[src/assert_macros.svh]
// Assertion macros shared by the cache RTL.
`ifndef ASSERT_MACROS_SVH
`define ASSERT_MACROS_SVH

// Checked on every rising clock edge outside reset.
`define SLRC_ASSERT(lbl, prop, msg) \
  lbl: assert property (@(posedge clk_i) disable iff (!rst_ni) prop) else $error(msg);

// Checked on every rising clock edge, reset included.
`define SLRC_ASSERT_ALWAYS(lbl, prop, msg) \
  lbl: assert property (@(posedge clk_i) prop) else $error(msg);

`endif

[src/slrc_ram.sv]
module slrc_ram #(
  parameter int unsigned WIDTH = 8,
  parameter int unsigned DEPTH = 2
) (
  input  logic                                     clk_i,
  input  logic                                     we_i,
  input  logic [((DEPTH > 1) ? $clog2(DEPTH) : 1)-1:0] waddr_i,
  input  logic [WIDTH-1:0]                         wdata_i,
  input  logic                                     re_i,
  input  logic [((DEPTH > 1) ? $clog2(DEPTH) : 1)-1:0] raddr_i,
  output logic [WIDTH-1:0]                         rdata_o
);

  logic [WIDTH-1:0] mem_q [DEPTH];
  logic [WIDTH-1:0] rdata_q;

  // One write port and one registered read port.
  always_ff @(posedge clk_i) begin
    if (we_i) begin
      mem_q[waddr_i] <= wdata_i;
    end
    if (re_i) begin
      rdata_q <= mem_q[raddr_i];
    end
  end

  assign rdata_o = rdata_q;

endmodule

[config.mk]
export PLATFORM = sky130hd
export DESIGN_NAME = slrc_ram
export DESIGN_NICKNAME = d
export VERILOG_FILES = /design/src/assert_macros.svh /design/src/slrc_ram.sv
export SDC_FILE = /design/constraint.sdc
export NUM_CORES = 1
export LEC_CHECK = 0
export BUFFER_PORTS_ARGS = -buffer_cell sky130_fd_sc_hd__clkbuf_2
export CORE_MARGIN = 2
export CORE_UTILIZATION = 25
export CTS_CLUSTER_SIZE = 8
export DETAILED_ROUTE_END_ITERATION = 10
export GPL_ROUTABILITY_DRIVEN = 0
export SLEW_MARGIN = 30
export SYNTH_ARGS = -nofsm -noshare
export SYNTH_HDL_FRONTEND = slang
export SYNTH_SLANG_ARGS = --single-unit
[constraint.sdc]
create_clock -name clk_i -period 1.4 [get_ports clk_i]
set_clock_uncertainty 0.05 [all_clocks]
set_input_delay 0.21 -clock clk_i [delete_from_list [all_inputs] [get_ports clk_i]]
set_output_delay 0.21 -clock clk_i [all_outputs]
set_load 0.03 [all_outputs]
==> run metrics, run 1 <==
Vias=360; CTS tree=yes; crit-path leading delay family=flip-flops; Root Buffer=clkbuf_4; starting density of the core=25.9%; total power=1.26 mW; cell area after synthesis=865 um2; vias in the first global route=395; reg2reg start=mem_q[0][3]; sum of negative setup slack=0 ps; RSZ-0062 raised after global routing=no; Post-Synthesis Cells=35; internal power=1.00 mW; Worst EP required=1140 ps; critical path peak fanout=1; CP Launch Type=register; htree depth=1; global-route wire length before repair=1700 um; starting DRC count in detailed routing=11; Nets=73; Port Buffers=20; status=completed; Skew-Pair Late Insertion Delay=300 ps; Max Transition Viols Final=0; Slowest-stage cell, CP=edfxtp_1; Rows=21; CP arrival=870 ps; sequential area share after synthesis=83.4%; flop-to-flop setup slack=450 ps; relative slew slack=74.8%; DIE AREA=3940 um2; worst path cell trace=clkbuf_2; commonest non-fill, non-tap cells in the layout=24 x edfxtp_1, 20 x clkbuf_2, 8 x mux2_4; cell taking the most area after synthesis=edfxtp_1; P&R area growth vs syn=20.4%; CP Class=reg2out; CTS Buf Count=3; CP Launch Point=rdata_o[6]; post_cts resized=0; FF-to-FF path depth=1; vias per inst=3.46; GRT Total Usage=6.07%; Post-CTS Setup Repair Bufs=0; switching part of the total=20.4%; switching power=0.258 mW; post-synthesis cell type count=5; worst setup path endpoint=rdata_o[6]; DRC Markers=0; Synth Register Bits=24; Comb power frac=10.0%; final number of setup-violating endpoints=0; diode count=0; clk sinks=24; die span in y=62.8 um; warnings from Yosys=0; Max-cap violations=0; commonest non-fill, non-tap cell in the layout=edfxtp_1; CP Buf/Inv Count=1; Hold-fix buffers, CTS=0; Hold WC Path Type=in2reg; number of fill cells in the layout=334; routed wire length=1060 um; CP Depth=1; grt ovf=0; CP max stage delay=380 ps; final hold violations=0; core area=3340 um2; Flop pwr share=68.1%; Clk pin slew, worst setup/hold paths=110 ps; Post-DRT Antenna Nets=0; reg-to-reg endpoint=rdata_o[3]; Setup crit end kind=primary output; final core occ=31.2%; final worst path period share=80.9%; Die X=62.8 um; I/O pin total=21; peak supply drop=0.215 mV; Syn Nets=48; Worst Tran Pin Value=377 ps; ranking of synthesized cells by area=edfxtp_1 83%, mux2_4 14%, buf_6 1.3%; PD cells=1210 nW/um2; largest net degree at the start of global routing=13; P_leak=0.401 nW; DR pass1 iterations=2; post-synth top area share=83.4%; ratio of cells with drive above 1 in the final layout=55.2%; clock network fraction of design power=21.9%; clock buffer depth=2; Min Clock Period, post-route=1130 ps; Hold WS=44.2 ps; Max Fclk=882 MHz; wire per inst=10.2 um; Syn Area/Cell=24.7 um2; initial antenna violation count=0
-- cell families after synthesis --
family                 share of synthesized area, %
multiplexers                                   13.9
flip-flops                                     83.4
buffers and inverters                          1.30
AND/OR/NAND/NOR                                1.45
-- final cells by class --
cell class              count  area (um2)  area share, %
repair buffers             21         108           10.3
well taps                  46        57.6           5.53
multi-input cells          10         133           12.7
flip-flops and latches     24         721           69.2
clock buffers               3        22.5           2.16
-- through the flow --
step | setup WS [ps] | cell area [um2] | std cells
4_1_cts | 242 | 1040 | 104
3_3_place_gp | 308 | 1020 | 101
3_5_place_dp | 286 | 1020 | 101
6_report | 267 | 1040 | 104
5_1_grt | 230 | 1040 | 104
2_1_floorplan | 347 | 865 | 35
-- power groups by stage --
| stage | Sequential [mW] | Combinational (mW) | Clock (mW) |
|---|---|---|---|
| 3_3_place_gp | 0.877 | 0.126 | 0 |
| 2_1_floorplan | 0.910 | 0.0491 | 0 |
| 3_5_place_dp | 0.877 | 0.129 | 0 |
| 5_1_grt | 0.865 | 0.136 | 0.310 |
| 6_report | 0.860 | 0.126 | 0.276 |
| 4_1_cts | 0.860 | 0.129 | 0.294 |
-- routing by layer --
layer	part of all wire (%)	wire (um)	global-route usage, %	up-vias
met5	0	0	0	-
met4	4.3	46	7.50	0
met1	47	498	6.77	155
met2	43	456	8.74	19
met3	5.8	62	1.26	4
li1	-	-	-	182
-- cells in the mapped netlist --
library cell,count
edfxtp_1,24
mux2_4,8
and2_1,1
buf_6,1
nor2b_1,1
-- worst min path at each step --
stage	from	to	slack, ps	cells past startpoint
2_1_floorplan	wdata_i[0]	mem_q[0][0]	260	0
3_3_place_gp	wdata_i[7]	mem_q[0][7]	350	1
5_1_grt	wdata_i[7]	mem_q[0][7]	30	1
6_report	wdata_i[7]	mem_q[1][7]	40	1
3_5_place_dp	wdata_i[7]	mem_q[0][7]	360	1
4_1_cts	wdata_i[7]	mem_q[0][7]	30	1
-- flip-flops by register name, summed over array words and instances, names as in the netlist --
signal / flops
mem_q: 16
rdata_o: 8
(Power assumes the default switching activity.)
==> run 2, diff against run 1 <==
Clock period 1.4 ns to 1.1 ns, I/O delays scaled along.
==> run metrics, run 2 (synthesis results as in run 1) <==
final hold violations=0 (unchanged); number of fill cells in the layout=332 (was 334); Hold WS=14.9 ps (was 44.2 ps); die span in y=62.8 um (unchanged); Worst Tran Pin Value=377 ps (about the same); CP Buf/Inv Count=1 (unchanged); max FFs per register=16 (unchanged); vias per inst=3.50 (was 3.46); starting density of the core=25.9% (unchanged); wire per inst=9.91 um (was 10.2 um); CTS Buf Count=3 (unchanged); Max-cap violations=0 (unchanged); RSZ-0062 raised after global routing=yes (was no); CTS tree=yes (unchanged); ratio of cells with drive above 1 in the final layout=49.2% (was 55.2%); hold path endpoint=mem_q[0][0] (was mem_q[1][7]); vias in the first global route=418 (was 395); CP Class=reg2out (unchanged); diode count=0 (unchanged); CP max stage delay=390 ps (was 380 ps); Reg area=721 um2 (unchanged); CP arrival=850 ps (was 870 ps); met2 global-route usage=9.14% (was 8.74%); DR pass1 iterations=2 (unchanged); DIE AREA=3940 um2 (unchanged); Worst EP required=880 ps (was 1140 ps); Hold Crit Depth=1 (unchanged); core area=3340 um2 (unchanged); reg2reg start=mem_q[0][3] (unchanged); Max Transition Viols Final=0 (unchanged); grt ovf=0 (unchanged); Setup crit end kind=primary output (unchanged); Rows=21 (unchanged); met3 usage=1.26% (unchanged); critical path peak fanout=1 (unchanged); flop-to-flop setup slack=150 ps (was 450 ps); Min Clock Period, post-route=1070 ps; Clk pin slew, worst setup/hold paths=110 ps (about the same); Post-DRT Antenna Nets=0 (unchanged); gr busiest metal=met2 (unchanged); Skew-Pair Late Insertion Delay=300 ps (about the same); GRT Total Usage=6.30% (was 6.07%); commonest non-fill, non-tap cells in the layout=24 x edfxtp_1, 12 x clkbuf_2, 8 x mux2_4 (was 24 x edfxtp_1, 20 x clkbuf_2, 8 x mux2_4); Root Buffer=clkbuf_4 (unchanged); htree depth=1 (unchanged); I/O pin total=21 (unchanged); Vias=388 (was 360); clock buffer depth=2 (unchanged); Port Buffers=20 (unchanged); global-route wire length before repair=1790 um (was 1700 um); status=completed (unchanged); Top reg by flops=mem_q (unchanged); Nets=80 (was 73); Multi-input gate area=133 um2 (unchanged); clk sinks=24 (unchanged); routed wire length=1100 um (was 1060 um); FF-to-FF path depth=1 (unchanged); P_leak=0.440 nW (was 0.401 nW); final worst path period share=97.2%; met1 usage=7.11% (was 6.77%); Max Fclk=935 MHz; DRC Markers=0 (unchanged); PD cells=1440 nW/um2 (was 1210 nW/um2); total power=1.64 mW (was 1.26 mW); starting DRC count in detailed routing=10 (was 11); initial antenna violation count=0 (unchanged); hold wc startpoint=wdata_i[0] (was wdata_i[7]); Die X=62.8 um (unchanged); P&R area growth vs syn=32.4% (was 20.4%); peak supply drop=0.271 mV (was 0.215 mV); relative slew slack=74.9% (was 74.8%); largest net degree at the start of global routing=13 (unchanged); final number of setup-violating endpoints=0 (unchanged); crit-path leading delay family=flip-flops (unchanged); Slowest-stage cell, CP=edfxtp_1 (unchanged); CP Launch Type=register (unchanged); worst path cell trace=clkbuf_8 (was clkbuf_2); commonest non-fill, non-tap cell in the layout=edfxtp_1 (unchanged); Hold WC Path Type=in2reg (unchanged); reg-to-reg endpoint=rdata_o[3] (unchanged)
==> run 2: cell type report <==
type,instances,area share [%]
clock buffers,3,1.97
flip-flops and latches,24,63.0
multi-input cells,10,11.6
well taps,46,5.03
repair buffers,28,18.5
==> run 2: where the power goes <==
group / internal (mW) / switching (mW) / total (mW)
combinational: 0.104 / 0.0927 / 0.197
sequential: 1.08 / 0.0172 / 1.10
clock: 0.128 / 0.223 / 0.351
total: 1.31 / 0.333 / 1.64
==> run 2: repair_timing <==
action                                  in CTS  in global routing
buffers inserted                             0                  0
hold endpoints to repair                    14                  0
gates resized for setup                      3                 17
endpoints found under the setup margin       2                  8
hold buffers                                 7                  0
==> run 2: worst max-delay path by stage <==
stage                from           to  cells after the start
2_1_floorplan        we_i  mem_q[0][0]                      1
4_1_cts        rdata_o[6]   rdata_o[6]                      1
6_report       rdata_o[6]   rdata_o[6]                      1
5_1_grt        rdata_o[6]   rdata_o[6]                      1
3_3_place_gp      raddr_i   rdata_o[4]                      2
3_5_place_dp      raddr_i   rdata_o[3]                      2
==> run 2: metrics by stage <==
step / setup WS [ps] / std cells / setup TNS, ps / area (um2) / util [%]
floorplan: 91.6 / 35 / 0 / 865 / -
global placement: 53.4 / 101 / 0 / 1020 / 30.5
detailed placement: 31.3 / 101 / 0 / 1020 / 30.5
CTS: -6.81 / 111 / -6.81 / 1120 / 33.6
global route: -21.8 / 111 / -50.9 / 1140 / 34.3
finish: 30.5 / 111 / 0 / 1140 / 34.3
==> run 2: metal layers <==
| layer | wire, um | share of wire, % | vias up |
|---|---|---|---|
| met5 | 0 | 0 | - |
| met4 | 46 | 4.2 | 0 |
| met3 | 61 | 5.5 | 4 |
| met2 | 486 | 44 | 19 |
| met1 | 506 | 46 | 169 |
| li1 | - | - | 196 |
==> run 3, diff against run 2 <==
Clock period 1.1 ns to 1.2 ns, I/O delays scaled along.
==> run metrics, run 3 (synthesis results as in run 1) <==
status=completed (unchanged); Max Transition Viols Final=0 (unchanged); Skew-Pair Late Insertion Delay=300 ps (about the same); routed wire length=1080 um (was 1100 um); Rows=21 (unchanged); Setup WS pre-CTS=116 ps (was 31.3 ps); starting DRC count in detailed routing=12 (was 10); sum of negative setup slack=0 ps (unchanged); relative slew slack=74.8% (was 74.9%); CP Class=reg2out (unchanged); Max-cap violations=0 (unchanged); final number of setup-violating endpoints=0 (unchanged); Nets=75 (was 80); Hold WC Path Type=in2reg (unchanged); critical path peak fanout=1 (unchanged); final worst path period share=91.9%; final core occ=31.8% (was 34.3%); P&R area growth vs syn=22.7% (was 32.4%); P_leak=0.409 nW (was 0.440 nW); grt ovf=0 (unchanged); Post-DRT Antenna Nets=0 (unchanged); Worst EP required=970 ps (was 880 ps); crit-path leading delay family=flip-flops (unchanged); slack of the critical path=96.7 ps (was 30.5 ps); initial antenna violation count=0 (unchanged); vias per inst=3.45 (was 3.50); Top reg by flops=mem_q (unchanged); vias in the first global route=395 (was 418); clock buffer depth=2 (unchanged); DR pass1 iterations=2 (unchanged); commonest non-fill, non-tap cells in the layout=24 x edfxtp_1, 20 x clkbuf_2, 8 x mux2_4 (was 24 x edfxtp_1, 12 x clkbuf_2, 8 x mux2_4); clk sinks=24 (unchanged); gr busiest metal=met2 (unchanged); I/O pin total=21 (unchanged); Slowest-stage cell, CP=edfxtp_1 (unchanged); Root Buffer=clkbuf_4 (unchanged); CTS Buf Count=3 (unchanged); Vias=366 (was 388); total power=1.48 mW (was 1.64 mW); Port Buffers=20 (unchanged); CP max stage delay=380 ps (was 390 ps); wire per inst=10.2 um (was 9.91 um); met3 usage=1.26% (unchanged); GRT Total Usage=6.07% (was 6.30%); ratio of cells with drive above 1 in the final layout=53.3% (was 49.2%); Worst Tran Pin Value=377 ps (about the same); commonest non-fill, non-tap cell in the layout=edfxtp_1 (unchanged); die span in y=62.8 um (unchanged); PD cells=1390 nW/um2 (was 1440 nW/um2); CP Buf/Inv Count=1 (unchanged); placed cell count=101 (unchanged); CP arrival=870 ps (was 850 ps); Min Clock Period, post-route=1100 ps; met1 usage=6.77% (was 7.11%); global-route wire length before repair=1700 um (was 1790 um); worst path cell trace=clkbuf_2 (was clkbuf_8); peak supply drop=0.251 mV (was 0.271 mV); DIE AREA=3940 um2 (unchanged); DRC Markers=0 (unchanged); htree depth=1 (unchanged); Setup crit end kind=primary output (unchanged); final hold violations=0 (unchanged); Non-Filler Instances=106 (was 111); CP Launch Type=register (unchanged); met2 global-route usage=8.74% (was 9.14%); CTS tree=yes (unchanged); max FFs per register=16 (unchanged); starting density of the core=25.9% (unchanged); largest net degree at the start of global routing=13 (unchanged); RSZ-0062 raised after global routing=no (was yes); Die X=62.8 um (unchanged); Max Fclk=906 MHz; Clk pin slew, worst setup/hold paths=110 ps (about the same); diode count=0 (unchanged); core area=3340 um2 (unchanged)
## run 3: cell types whose count changed in the layout (fill, tap and decap cells not counted), sizes merged
cell         delta
clkbuf          +7
buf             -7
dlygate4sd3     -5
## run 3: area by class of cell
type	instances	area [um2]
fill	332	2280
timing repair buffer	23	128
sequential	24	721
tap	46	57.6
multi-input combinational	10	133
clock buffer	3	22.5
## run 3: power breakdown
| group | switching, mW | internal [mW] | leakage [nW] | total, mW |
|---|---|---|---|---|
| clock network | 0.205 | 0.117 | 0.0138 | 0.322 |
| logic | 0.0827 | 0.0699 | 0.167 | 0.153 |
| registers | 0.0140 | 0.989 | 0.228 | 1.00 |
## run 3: worst paths after layout
path,from,end,slack [ps],depth (start not counted)
worst min register to register,mem_q[1][0],rdata_o[0],510,1
worst max-delay path,rdata_o[6],rdata_o[6],100,1
worst max register to register,mem_q[0][3],rdata_o[3],250,1
worst min-delay path,wdata_i[4],mem_q[1][4],20,1
## run 3: what timing repair did
item                                   in CTS  in global routing
endpoints found under the hold margin       2                  2
gates resized for setup                     0                  0
setup buffers                               0                  0
hold buffers                                1                  1
## run 3: metal layers
layer	up-vias	part of all wire, %
met1	157	47
met2	19	43
met3	4	5.7
met4	0	4.3
met5	-	0
li1	186	-
## run 3: per-stage QoR
| stage | cell area [um2] | hold slack (ps) |
|---|---|---|
| after global routing | 1060 | 4.37 |
| final | 1060 | 16.2 |
| after global placement | 1020 | 324 |
| after floorplan | 865 | 229 |
| after CTS | 1050 | 0.443 |
| after detailed placement | 1020 | 328 |
